--- config.mk ---
export PLATFORM = sky130hd
export DESIGN_NAME = lcd_mode_timing_sequencer_flat
export DESIGN_NICKNAME = d
export VERILOG_FILES = /design/src/rtl/lmts_pkg.sv /design/src/rtl/lmts_if.sv /design/src/rtl/lmts_step.sv /design/src/rtl/lcd_mode_timing_sequencer.sv /design/src/flat_wrapper.sv
export SDC_FILE = /design/constraint.sdc
export NUM_CORES = 1
export LEC_CHECK = 0
export ABC_CLOCK_PERIOD_IN_PS = 6300
export BUFFER_PORTS_ARGS = -buffer_cell sky130_fd_sc_hd__buf_2
export CAP_MARGIN = 25
export CORE_ASPECT_RATIO = 0.9
export CORE_MARGIN = 2
export CORE_UTILIZATION = 30
export DETAILED_ROUTE_END_ITERATION = 7
export GPL_TIMING_DRIVEN = 0
export PLACE_DENSITY = 0.46
export SYNTH_ARGS = -nofsm -noshare
export SYNTH_HDL_FRONTEND = slang
export SYNTH_SLANG_ARGS = --single-unit
--- constraint.sdc ---
create_clock -name clock -period 6.3 [get_ports clock]
set_clock_uncertainty 0.1 [all_clocks]
set_input_delay 0.63 -clock clock [delete_from_list [all_inputs] [get_ports clock]]
set_output_delay 0.63 -clock clock [all_outputs]
set_load 0.05 [all_outputs]
--- src/rtl/lmts_pkg.sv ---
`timescale 1ns / 1ps
`default_nettype none

package lmts_pkg;

   // Mode codes as seen in the status register.
   localparam logic [1:0] MODE_HBLANK = 2'd0;
   localparam logic [1:0] MODE_VBLANK = 2'd1;
   localparam logic [1:0] MODE_OAM    = 2'd2;
   localparam logic [1:0] MODE_XFER   = 2'd3;

   // Configuration register indexes.
   localparam logic [1:0] CSR_LCD_ENABLE    = 2'd0;
   localparam logic [1:0] CSR_SPRITE_ENABLE = 2'd1;
   localparam logic [1:0] CSR_COMPARE_LINE  = 2'd2;
   localparam logic [1:0] CSR_STAT_ENABLES  = 2'd3;

   localparam int CSR_INDEX_W = 2;
   localparam int CSR_DATA_W  = 8;

   // Bit positions in stat_irq_enables.
   localparam int STAT_EN_HBLANK = 0;
   localparam int STAT_EN_VBLANK = 1;
   localparam int STAT_EN_OAM    = 2;
   localparam int STAT_EN_COINC  = 3;

   localparam int DOT_W   = 10;
   localparam int LINE_W  = 8;
   localparam int CYCLE_W = 6;

   localparam logic [DOT_W-1:0]  HBLANK_CYCLES    = 10'd204;
   localparam logic [DOT_W-1:0]  LINE_CYCLES      = 10'd456;
   localparam logic [DOT_W-1:0]  OAM_CYCLES       = 10'd80;
   localparam logic [DOT_W-1:0]  XFER_CYCLES      = 10'd172;
   localparam logic [DOT_W-1:0]  VBLANK_IRQ_DELAY = 10'd24;
   localparam logic [DOT_W-1:0]  DOT_MAX          = 10'd1023;
   localparam logic [LINE_W-1:0] VBLANK_LINE      = 8'd144;
   localparam logic [LINE_W-1:0] LAST_LINE        = 8'd153;

   typedef struct packed {
      logic [DOT_W-1:0]  dot_count;
      logic [1:0]        mode;
      logic [LINE_W-1:0] line;
      logic              coincidence;
      logic              vblank_pending;
   } lmts_state_type;

   typedef struct packed {
      logic              lcd_enable;
      logic              sprite_enable;
      logic [LINE_W-1:0] compare_line;
      logic [3:0]        stat_irq_enables;
   } lmts_cfg_type;

   typedef struct packed {
      logic [1:0]        mode_now;
      logic [LINE_W-1:0] line_now;
      logic              coincidence;
      logic              stat_irq;
      logic              vblank_irq;
      logic              render_bg;
      logic              render_sprites;
      logic [LINE_W-1:0] rendered_line;
      logic              frame_done;
   } lmts_result_type;

endpackage

`default_nettype wire

--- src/rtl/lmts_if.sv ---
`timescale 1ns / 1ps
`default_nettype none

interface lmts_req_if
   import lmts_pkg::*;
   ();
   logic               valid;
   logic               ready;
   logic [CYCLE_W-1:0] cycles_added;

   modport source (output valid, output cycles_added, input ready);
   modport sink   (input valid, input cycles_added, output ready);
endinterface

interface lmts_rsp_if
   import lmts_pkg::*;
   ();
   logic              valid;
   logic              ready;
   logic [1:0]        mode_now;
   logic [LINE_W-1:0] line_now;
   logic              coincidence;
   logic              stat_irq;
   logic              vblank_irq;
   logic              render_bg;
   logic              render_sprites;
   logic [LINE_W-1:0] rendered_line;
   logic              frame_done;

   modport source (output valid, output mode_now, output line_now, output coincidence,
                   output stat_irq, output vblank_irq, output render_bg,
                   output render_sprites, output rendered_line, output frame_done,
                   input ready);
   modport sink   (input valid, input mode_now, input line_now, input coincidence,
                   input stat_irq, input vblank_irq, input render_bg,
                   input render_sprites, input rendered_line, input frame_done,
                   output ready);
endinterface

`default_nettype wire

--- src/rtl/lmts_step.sv ---
`timescale 1ns / 1ps
`default_nettype none

module lmts_step
   import lmts_pkg::*;
(
   input  lmts_state_type     cur,
   input  lmts_cfg_type       cfg,
   input  logic [CYCLE_W-1:0] cycles_added,
   output lmts_state_type     nxt,
   output lmts_result_type    res
);

   always_comb begin
      logic [DOT_W:0]    sum_v;
      logic [DOT_W-1:0]  dot_v;
      logic [1:0]        mode_v;
      logic [LINE_W-1:0] line_v;
      logic              stat_v;
      logic              vbl_v;

      sum_v  = {1'b0, cur.dot_count} + {{(DOT_W + 1 - CYCLE_W){1'b0}}, cycles_added};
      dot_v  = sum_v[DOT_W] ? DOT_MAX : sum_v[DOT_W-1:0];
      mode_v = cur.mode;
      line_v = cur.line;
      stat_v = 1'b0;
      vbl_v  = 1'b0;
      nxt    = cur;
      res    = '0;

      case (cur.mode)
         MODE_HBLANK: begin
            if (dot_v >= HBLANK_CYCLES) begin
               dot_v  = dot_v - HBLANK_CYCLES;
               line_v = cur.line + 8'd1;
               nxt.coincidence = (line_v == cfg.compare_line);
               if (nxt.coincidence && cfg.stat_irq_enables[STAT_EN_COINC]) begin
                  stat_v = 1'b1;
               end
               if (line_v == VBLANK_LINE) begin
                  mode_v             = MODE_VBLANK;
                  nxt.vblank_pending = 1'b1;
                  res.frame_done     = 1'b1;
               end else begin
                  mode_v = MODE_OAM;
                  if (cfg.lcd_enable && cfg.stat_irq_enables[STAT_EN_OAM]) begin
                     stat_v = 1'b1;
                  end
               end
               // The line that just finished is the one before the increment.
               res.rendered_line  = cur.line;
               res.render_bg      = cfg.lcd_enable;
               res.render_sprites = cfg.sprite_enable;
            end
         end
         MODE_VBLANK: begin
            if (cur.vblank_pending && dot_v >= VBLANK_IRQ_DELAY) begin
               if (cfg.lcd_enable) begin
                  vbl_v = 1'b1;
                  if (cfg.stat_irq_enables[STAT_EN_VBLANK]) begin
                     stat_v = 1'b1;
                  end
               end
               nxt.vblank_pending = 1'b0;
            end
            if (dot_v >= LINE_CYCLES) begin
               dot_v = dot_v - LINE_CYCLES;
               if (cur.line == LAST_LINE) begin
                  line_v = '0;
                  mode_v = MODE_OAM;
                  if (cfg.lcd_enable && cfg.stat_irq_enables[STAT_EN_OAM]) begin
                     stat_v = 1'b1;
                  end
               end else begin
                  line_v = cur.line + 8'd1;
               end
               nxt.coincidence = (line_v == cfg.compare_line);
               if (nxt.coincidence && cfg.stat_irq_enables[STAT_EN_COINC]) begin
                  stat_v = 1'b1;
               end
            end
         end
         default: begin
            // OAM search can finish and fall straight into the transfer check.
            if (cur.mode == MODE_OAM && dot_v >= OAM_CYCLES) begin
               dot_v  = dot_v - OAM_CYCLES;
               mode_v = MODE_XFER;
            end
            if (dot_v >= XFER_CYCLES) begin
               dot_v  = dot_v - XFER_CYCLES;
               mode_v = MODE_HBLANK;
               if (cfg.lcd_enable && cfg.stat_irq_enables[STAT_EN_HBLANK]) begin
                  stat_v = 1'b1;
               end
            end
         end
      endcase

      nxt.dot_count   = dot_v;
      nxt.mode        = mode_v;
      nxt.line        = line_v;
      res.mode_now    = mode_v;
      res.line_now    = line_v;
      res.coincidence = nxt.coincidence;
      res.stat_irq    = stat_v;
      res.vblank_irq  = vbl_v;
   end

endmodule

`default_nettype wire

--- src/rtl/lcd_mode_timing_sequencer.sv ---
`timescale 1ns / 1ps
`default_nettype none

// Channel   Dir  Handshake          Payload
// req       in   valid/ready        cycles_added
// rsp       out  valid/ready        mode_now .. frame_done, one item per req item
// csr       in   csr_we, no stall   csr_index, csr_wdata
//
// Each req item's result is registered; the timing state updates in the same cycle that the
// item is accepted, so one item per cycle is sustained while rsp keeps taking results.
// The result goes into the output entry, or into the second entry while the first still waits.
// A two-entry output buffer lets req keep taking items while one result waits;
// req.ready drops only once both entries are full.
// Synchronous reset: mode OAM search, line 0, counters and flags cleared, buffer empty.

module lcd_mode_timing_sequencer
   import lmts_pkg::*;
(
   input  wire                    clock,
   input  wire                    reset,
   lmts_req_if.sink               req,
   lmts_rsp_if.source             rsp,
   input  wire                    csr_we,
   input  wire [CSR_INDEX_W-1:0]  csr_index,
   input  wire [CSR_DATA_W-1:0]   csr_wdata
);

   lmts_state_type  state_ff, state_in, state_step;
   lmts_cfg_type    cfg_ff, cfg_in;
   lmts_result_type step_res;
   lmts_result_type out_ff, out_in, skid_ff, skid_in;
   logic            out_valid_ff, out_valid_in, skid_valid_ff, skid_valid_in;
   logic            accept, out_take;

   lmts_step u_step (
      .cur          (state_ff),
      .cfg          (cfg_ff),
      .cycles_added (req.cycles_added),
      .nxt          (state_step),
      .res          (step_res)
   );

   assign req.ready = !skid_valid_ff;
   assign accept    = req.valid && req.ready;
   assign out_take  = out_valid_ff && rsp.ready;

   always_comb begin
      cfg_in = cfg_ff;
      if (csr_we) begin
         case (csr_index)
            CSR_LCD_ENABLE:    cfg_in.lcd_enable       = csr_wdata[0];
            CSR_SPRITE_ENABLE: cfg_in.sprite_enable    = csr_wdata[0];
            CSR_COMPARE_LINE:  cfg_in.compare_line     = csr_wdata[LINE_W-1:0];
            CSR_STAT_ENABLES:  cfg_in.stat_irq_enables = csr_wdata[3:0];
            default:           cfg_in = cfg_ff;
         endcase
      end
   end

   always_comb begin
      state_in      = accept ? state_step : state_ff;
      out_in        = out_ff;
      out_valid_in  = out_valid_ff;
      skid_in       = skid_ff;
      skid_valid_in = skid_valid_ff;
      if (!out_valid_ff || out_take) begin
         if (skid_valid_ff) begin
            out_in        = skid_ff;
            out_valid_in  = 1'b1;
            skid_valid_in = 1'b0;
         end else begin
            out_in       = step_res;
            out_valid_in = accept;
         end
      end else if (accept) begin
         skid_in       = step_res;
         skid_valid_in = 1'b1;
      end
   end

   always_ff @(posedge clock) begin
      if (reset) begin
         state_ff.dot_count      <= '0;
         state_ff.mode           <= MODE_OAM;
         state_ff.line           <= '0;
         state_ff.coincidence    <= 1'b0;
         state_ff.vblank_pending <= 1'b0;
         cfg_ff                  <= '0;
         out_valid_ff            <= 1'b0;
         skid_valid_ff           <= 1'b0;
      end else begin
         state_ff      <= state_in;
         cfg_ff        <= cfg_in;
         out_valid_ff  <= out_valid_in;
         skid_valid_ff <= skid_valid_in;
      end
   end

   always_ff @(posedge clock) begin
      out_ff  <= out_in;
      skid_ff <= skid_in;
   end

   assign rsp.valid          = out_valid_ff;
   assign rsp.mode_now       = out_ff.mode_now;
   assign rsp.line_now       = out_ff.line_now;
   assign rsp.coincidence    = out_ff.coincidence;
   assign rsp.stat_irq       = out_ff.stat_irq;
   assign rsp.vblank_irq     = out_ff.vblank_irq;
   assign rsp.render_bg      = out_ff.render_bg;
   assign rsp.render_sprites = out_ff.render_sprites;
   assign rsp.rendered_line  = out_ff.rendered_line;
   assign rsp.frame_done     = out_ff.frame_done;

   // The second buffer entry only fills behind a waiting first entry.
   a_skid_behind_out: assert property (@(posedge clock) disable iff (reset)
      skid_valid_ff |-> out_valid_ff)
      else $error("skid entry valid while output entry empty");

   // Vertical blank covers exactly lines 144 to 153.
   a_vblank_lines: assert property (@(posedge clock) disable iff (reset)
      (state_ff.mode == MODE_VBLANK) == (state_ff.line >= VBLANK_LINE))
      else $error("mode and line disagree on vertical blank");

   // The dot counter never rests at or past the end of the current mode.
   a_dot_bound: assert property (@(posedge clock) disable iff (reset)
      (state_ff.mode == MODE_HBLANK && state_ff.dot_count < HBLANK_CYCLES) ||
      (state_ff.mode == MODE_VBLANK && state_ff.dot_count < LINE_CYCLES) ||
      (state_ff.mode == MODE_OAM    && state_ff.dot_count < OAM_CYCLES) ||
      (state_ff.mode == MODE_XFER   && state_ff.dot_count < XFER_CYCLES))
      else $error("dot counter beyond mode length");

   // A frame completes only on entry to line 144 in vertical blank.
   a_frame_entry: assert property (@(posedge clock) disable iff (reset)
      (rsp.valid && rsp.frame_done) |->
         (rsp.mode_now == MODE_VBLANK && rsp.line_now == VBLANK_LINE))
      else $error("frame done outside vertical blank entry");

endmodule

`default_nettype wire

--- src/flat_wrapper.sv ---
// flat-port wrapper written by rule: the top's interface ports become plain ports
module lcd_mode_timing_sequencer_flat import lmts_pkg::*;
  (clock, reset, csr_we, csr_index, csr_wdata, req_valid, req_cycles_added, req_ready, rsp_valid, rsp_mode_now, rsp_line_now, rsp_coincidence, rsp_stat_irq, rsp_vblank_irq, rsp_render_bg, rsp_render_sprites, rsp_rendered_line, rsp_frame_done, rsp_ready);
  lmts_req_if req_i ();
  lmts_rsp_if rsp_i ();
  input  wire clock;
  input  wire reset;
  input  wire csr_we;
  input  wire [CSR_INDEX_W-1:0] csr_index;
  input  wire [CSR_DATA_W-1:0] csr_wdata;
  input wire logic [$bits(req_i.valid)-1:0] req_valid;
  input wire logic [$bits(req_i.cycles_added)-1:0] req_cycles_added;
  output wire logic [$bits(req_i.ready)-1:0] req_ready;
  output wire logic [$bits(rsp_i.valid)-1:0] rsp_valid;
  output wire logic [$bits(rsp_i.mode_now)-1:0] rsp_mode_now;
  output wire logic [$bits(rsp_i.line_now)-1:0] rsp_line_now;
  output wire logic [$bits(rsp_i.coincidence)-1:0] rsp_coincidence;
  output wire logic [$bits(rsp_i.stat_irq)-1:0] rsp_stat_irq;
  output wire logic [$bits(rsp_i.vblank_irq)-1:0] rsp_vblank_irq;
  output wire logic [$bits(rsp_i.render_bg)-1:0] rsp_render_bg;
  output wire logic [$bits(rsp_i.render_sprites)-1:0] rsp_render_sprites;
  output wire logic [$bits(rsp_i.rendered_line)-1:0] rsp_rendered_line;
  output wire logic [$bits(rsp_i.frame_done)-1:0] rsp_frame_done;
  input wire logic [$bits(rsp_i.ready)-1:0] rsp_ready;
  assign req_i.valid = req_valid;
  assign req_i.cycles_added = req_cycles_added;
  assign req_ready = req_i.ready;
  assign rsp_valid = rsp_i.valid;
  assign rsp_mode_now = rsp_i.mode_now;
  assign rsp_line_now = rsp_i.line_now;
  assign rsp_coincidence = rsp_i.coincidence;
  assign rsp_stat_irq = rsp_i.stat_irq;
  assign rsp_vblank_irq = rsp_i.vblank_irq;
  assign rsp_render_bg = rsp_i.render_bg;
  assign rsp_render_sprites = rsp_i.render_sprites;
  assign rsp_rendered_line = rsp_i.rendered_line;
  assign rsp_frame_done = rsp_i.frame_done;
  assign rsp_i.ready = rsp_ready;
  lcd_mode_timing_sequencer u_core (.clock(clock), .reset(reset), .req(req_i), .rsp(rsp_i), .csr_we(csr_we), .csr_index(csr_index), .csr_wdata(csr_wdata));
endmodule
==> flow_metrics.env, run 1 <==
export IMPL_setup_ws_ps=992
export IMPL_initial_core_util_pct=30.7
export IMPL_critPathKind="in -> reg"
export IMPL_drc_errors=0
export IMPL_syn_num_nets=641
export IMPL_synth_commonest_cells="nor2_1, edfxtp_1, nand2_1"
export IMPL_min_from="u_core.cfg_ff[2]"
export IMPL_syn_area_per_cell_um2=9.37
export IMPL_area_growth_syn_to_layout_pct=15.1
export IMPL_dp_cells=896
export IMPL_postCtsSetupRepairBufs=0
export IMPL_relSlewSlack_pct=50.8
export IMPL_synth_top_cell_area_share_pct=25.5
export IMPL_finalNetCount=700
export IMPL_fin_hold_ws_ps=403
export IMPL_drtPass1Iterations=7
export IMPL_drt_initial_drc_count=374
export IMPL_drt_vias_per_instance=5.42
export IMPL_dieHeight_um=134
export IMPL_slew_violations=0
export IMPL_synthArstFlopShare_pct=0
export IMPL_min_period_ps=5310
export IMPL_hold_class="reg -> reg"
export IMPL_p_leak_uw=0.00254
export IMPL_slowest_delay_ps=500
export IMPL_worstMarginPinSlew_ps=738
export IMPL_dieArea_um2=20000
export IMPL_ir_drop_mv=0.163
export IMPL_cts_hold_buf=0
export IMPL_syn_area_um2=5650
export IMPL_finalWeightedCongestion=0.939
export IMPL_ys_warn_count=0
export IMPL_yosysTopAreaCell="edfxtp_1"
export IMPL_synth_edf_count=48
export IMPL_postRouteAntennaNets=0
export IMPL_power_density_nw_per_um2=481
export IMPL_cts_tree="done"
export IMPL_clock_latency_ps=350
export IMPL_status="finished, final reports clean"
export IMPL_yosysSeqAreaShare_pct=39.0
export IMPL_startpoint="req_cycles_added[0]"
export IMPL_post_route_period_util_pct=84.3
export IMPL_ys_ff_latch=86
export IMPL_synth_most_common_cell="nor2_1"
export IMPL_crit_chain="buf_2 > ha_1 > inv_1 > fa_1 > and2b_1 > o22ai_1 > o21ai_0 > nand2_1 > inv_1 > ha_1 > inv_1 > nor2_1 > nor4b_1 > nor3_2 > inv_2 > clkbuf_1 > ha_1 > a22oi_1 > a31oi_1"
export IMPL_tns_ps=0
export IMPL_seq_power_share_pct=22.6
export IMPL_clock_path_buffers=2
export IMPL_final_instance_count_excl_fill=912
export IMPL_grt_max_degree=21
export IMPL_synth_top_family_by_area="compound AO/OA/AOI/OAI gates"
export IMPL_first_global_vias=4721
export IMPL_clk_pin_slew_ps=70
export IMPL_cp_data_required_time_ps=6280
export IMPL_port_buffers=46
export IMPL_yosys_area_share_adder_pct=3.90
export IMPL_rsz0062_at_grt="false"
export IMPL_core_um2=18400
export IMPL_finalSetupViolCount=0
export IMPL_clkPwrFrac_pct=16.2
export IMPL_reg2reg_from="u_core.state_ff[12]"
export IMPL_hold_viol=0
export IMPL_core_rowCount=47
export IMPL_internal_power_uw=1610
export IMPL_crit_path_end_kind="flip-flop"
export IMPL_ys_top_cells_by_area="edfxtp_1, dfxtp_1, nor2_1"
export IMPL_p_total_uw=3130
export IMPL_ys_flop_type="edfxtp_1"
export IMPL_grt_overflow_total=0
export IMPL_crit_path_top_delay_cell="nor3_2"
export IMPL_drive_above_1_share_pct=18.9
export IMPL_synth_cell_types=99
export IMPL_cts_buffers_inserted=9
export IMPL_synth_simple_area_share_pct=20.2
export IMPL_crit_arrival_ps=5290
export IMPL_max_freq_ghz=0.188
export IMPL_cp_max_fo=10
export IMPL_synth_compound_area_share_pct=23.2
export IMPL_cts_sinks=86
export IMPL_p_sw_uw=1520
export IMPL_post_cts_resized=0
export IMPL_sw_frac_of_total_pct=48.6
export IMPL_synth_xor_area_share_pct=2.81
export IMPL_wl_um=16900
export IMPL_dp_slack_ps=653
export IMPL_maxCapViolCount=0
export IMPL_diodes=0
export IMPL_grt_use_total_pct=17.2
export IMPL_grt_pass1_wl_um=26600
export IMPL_num_vias=4943
export IMPL_h_tree_depth=3
export IMPL_start_kind="primary input"
export IMPL_synth_mux_area_share_pct=7.06
export IMPL_clock_root_buffer="clkbuf_16"
export IMPL_antenna_found_initial=0
export IMPL_hpwl_um=12900
export IMPL_die_w_um=149
export IMPL_num_io_pins=47
export IMPL_wire_per_inst_um=18.5
export IMPL_syn_inst=603
export IMPL_combinationalPowerShare_pct=61.2
-- layout by cell type (no fill, tap or decap), drive strengths merged, types with 7 or more instances in the layout --
master  instances
nand3          21
o211ai          8
a31oi          11
nor3           11
xnor2          11
nor2           62
buf            57
ha             16
inv            22
edfxtp         48
nand2b         10
a21oi          30
clkbuf         33
nand2          48
nand3b          7
dfxtp          38
o22ai           9
mux2i          17
a21o            7
o21ai          50
and3           10
mux2           20
nor2b           9
-- state kept, by name, indices dropped and copies added (netlist names) --
register	cells
u_core.rsp.vblank_irq	1
u_core.rsp.render_bg	1
u_core.rsp.coincidence	1
u_core.rsp.frame_done	1
u_core.rsp.mode_now	2
u_core.rsp.stat_irq	1
u_core.skid_ff	24
u_core.skid_valid_ff	1
u_core.rsp.render_sprites	1
u_core.rsp.line_now	8
u_core.state_ff	22
u_core.cfg_ff	14
u_core.rsp.rendered_line	8
u_core.rsp.valid	1
-- worst max-delay path, delay by kind of cell --
kind / cells / cell delay, ps
adder cells (fa/ha/maj): 4 / 1390
AO/OA/AOI/OAI: 4 / 880
AND/OR/NAND/NOR: 5 / 1350
buffers and inverters: 6 / 1030
-- per-stage QoR --
step	area, um^2	util (%)
final	6510	35.4
after global routing	6510	35.4
after CTS	6510	35.4
after detailed placement	6220	33.8
after global placement	6190	33.6
after floorplan	5650	-
-- power groups by stage --
stage / registers (uW) / logic, uW / clock network [uW]
6_report: 707 / 1920 / 509
5_1_grt: 713 / 2090 / 546
4_1_cts: 706 / 1900 / 522
3_5_place_dp: 718 / 1890 / 0
3_3_place_gp: 718 / 1880 / 0
2_1_floorplan: 764 / 1390 / 0
-- logic make-up after synthesis --
kind of cell / count (synthesis)
buf+inv: 54
flops: 86
fa+ha+maj: 17
simple gates: 217
compound gates: 176
xor+xnor: 16
mux: 37
-- routing by layer --
layer  global-route usage [%]  wire (um)  vias to the layer above
li1                         -          -                     2388
met1                     26.0       8700                     2393
met2                     24.9       7010                      139
met3                     3.23        854                       23
met4                     4.76        284                        0
met5                        0          0                        -
-- final timing paths --
kind                            end  slack, ps  cells past startpoint
max          u_core.rsp.line_now[0]        990                     19
min                u_core.cfg_ff[2]        400                      2
max reg2reg  u_core.rsp.line_now[0]       1000                     18
min reg2reg        u_core.cfg_ff[2]        400                      2
-- area by class of cell --
cell class                 count  area (um^2)
buffer                        33          140
clock buffer                   9          225
clock inverter                 7         60.1
fill                        1914        11900
inverter                      21         78.8
multi-input combinational    463         3230
sequential                    86         2200
tap                          245          307
timing repair buffer          48          260
Note: power is estimated with default switching activity, not from simulation.
==> inputs of run 2 (changes only) <==
--- a/config.mk
+++ b/config.mk
@@ -5,7 +5,7 @@
 export SDC_FILE = /design/constraint.sdc
 export NUM_CORES = 1
 export LEC_CHECK = 0
-export ABC_CLOCK_PERIOD_IN_PS = 6300
+export ABC_CLOCK_PERIOD_IN_PS = 5000
 export BUFFER_PORTS_ARGS = -buffer_cell sky130_fd_sc_hd__buf_2
 export CAP_MARGIN = 25
 export CORE_ASPECT_RATIO = 0.9
==> constraint.sdc (replaced) <==
create_clock -name clock -period 5 [get_ports clock]
set_clock_uncertainty 0.1 [all_clocks]
set_input_delay 0.5 -clock clock [delete_from_list [all_inputs] [get_ports clock]]
set_output_delay 0.5 -clock clock [all_outputs]
set_load 0.05 [all_outputs]
==> flow_metrics.env, run 2 (synthesized netlist as in run 1, its figures left out) <==
export IMPL_status="finished, final reports clean"
export IMPL_worstMarginPinSlew_ps=752
export IMPL_area_growth_syn_to_layout_pct=15.7
export IMPL_clk_pin_slew_ps=70
export IMPL_hold_viol=0
export IMPL_crit_chain="ha_1 > inv_1 > fa_1 > and2b_1 > o22ai_1 > o21ai_1 > nand2_2 > inv_2 > ha_2 > inv_1 > o311ai_4 > a31oi_4 > mux2_4 > o22ai_4 > o21a_4 > o21ai_1 > mux2_2"
export IMPL_h_tree_depth=3
export IMPL_cp_data_required_time_ps=5000
export IMPL_num_io_pins=47
export IMPL_final_common_cell="nor2_1"
export IMPL_tns_ps=0
export IMPL_cts_hold_buf=0
export IMPL_finalNetCount=701
export IMPL_drc_errors=0
export IMPL_startpoint="u_core.state_ff[12]"
export IMPL_drive_above_1_share_pct=19.8
export IMPL_cts_sinks=86
export IMPL_reg_largest_list="u_core.skid_ff: 24 flops, u_core.state_ff: 22 flops, u_core.cfg_ff: 14 flops"
export IMPL_hold_class="in -> reg"
export IMPL_power_density_nw_per_um2=609
export IMPL_drt_initial_drc_count=364
export IMPL_crit_path_end_kind="flip-flop"
export IMPL_setup_ws_ps=221
export IMPL_diodes=0
export IMPL_ir_drop_mv=0.201
export IMPL_first_global_vias=4729
export IMPL_finalSetupViolCount=0
export IMPL_wl_um=16900
export IMPL_start_kind="flip-flop"
export IMPL_drt_vias_per_instance=5.39
export IMPL_clock_latency_ps=350
export IMPL_core_rowCount=47
export IMPL_postRouteAntennaNets=0
export IMPL_min_period_ps=4780
export IMPL_seq_area_um2=2200
export IMPL_crit_arrival_ps=4780
export IMPL_antenna_found_initial=0
export IMPL_largest_register="u_core.skid_ff"
export IMPL_mostFrequentLayoutCells="nor2_1, buf_2, edfxtp_1, nand2_1"
export IMPL_crit_path_top_delay_cell="fa_1"
export IMPL_reg2reg_from="u_core.state_ff[12]"
export IMPL_clock_path_buffers=2
export IMPL_port_buffers=46
export IMPL_final_util_pct=35.5
export IMPL_min_from="csr_wdata[6]"
export IMPL_maxCapViolCount=0
export IMPL_relSlewSlack_pct=49.9
export IMPL_dp_slack_ps=-517
export IMPL_die_w_um=149
export IMPL_slowest_delay_ps=400
export IMPL_core_um2=18400
export IMPL_cts_buffers_inserted=9
export IMPL_final_instance_count_excl_fill=913
export IMPL_initial_core_util_pct=30.7
export IMPL_multi_input_area_um2=3260
export IMPL_grt_max_degree=21
export IMPL_finalWeightedCongestion=0.939
export IMPL_hpwl_um=12900
export IMPL_num_vias=4924
export IMPL_fin_hold_ws_ps=277
export IMPL_grt_overflow_total=0
export IMPL_post_route_period_util_pct=95.6
export IMPL_max_freq_ghz=0.209
export IMPL_grt_use_total_pct=17.2
export IMPL_dieArea_um2=20000
export IMPL_clock_root_buffer="clkbuf_16"
export IMPL_cp_max_fo=8
export IMPL_largest_reg_flops=24
export IMPL_dp_cells=896
export IMPL_wire_per_inst_um=18.5
export IMPL_cts_tree="done"
export IMPL_drtPass1Iterations=5
export IMPL_critPathKind="reg -> reg"
export IMPL_slew_violations=0
export IMPL_nFillCells=1917
export IMPL_dieHeight_um=134
export IMPL_grt_pass1_wl_um=26700
export IMPL_p_leak_uw=0.00254
==> run 2: final timing paths <==
kind                            slack (ps)             endpoint  depth (start not counted)
worst max-delay path                   220  u_core.rsp.stat_irq                         17
worst min-delay path                   280    u_core.cfg_ff[10]                          3
worst min register to register         400     u_core.cfg_ff[2]                          2
worst max register to register         220  u_core.rsp.stat_irq                         17
==> run 2: area by class of cell <==
type / instances / share of cell area, %
flip-flops and latches: 86 / 33.7
inverters: 21 / 1.21
clock buffers: 9 / 3.44
clock inverters: 7 / 0.918
plain buffers: 33 / 2.16
repair buffers: 49 / 4.09
well taps: 245 / 4.69
multi-input cells: 463 / 49.8
==> run 2: through the flow <==
stage	total power (uW)	instance area, um^2
2_1_floorplan	2720	5650
3_3_place_gp	3270	6190
3_5_place_dp	3280	6220
4_1_cts	3960	6520
5_1_grt	4250	6540
6_report	3990	6540
==> run 2: worst max-delay path, delay by kind of cell (launching register included) <==
kind	cells	cell delay (ps)
and+or+nand+nor	2	460
muxes	2	680
buffers and inverters	3	370
DFF	1	340
AOI/OAI and AO/OA	7	1660
adders and majority gates	3	920
==> run 2: where the power goes <==
part	switching (uW)	internal (uW)	total, uW
Clock	294	342	637
Sequential	53.4	838	891
Combinational	1590	870	2460
==> run 2: layer usage <==
metal,up-vias,wire length [um],global-route usage (%)
met5,-,0,0
met4,0,238,4.66
met3,16,748,3.23
met2,130,7170,25.2
met1,2384,8760,25.9
li1,2394,-,-
==> run 2: repair_timing <==
action	in CTS	in global routing
pin swaps	1	0
buffers inserted	1	0
setup endpoints to repair	11	31
resized for setup	3	5
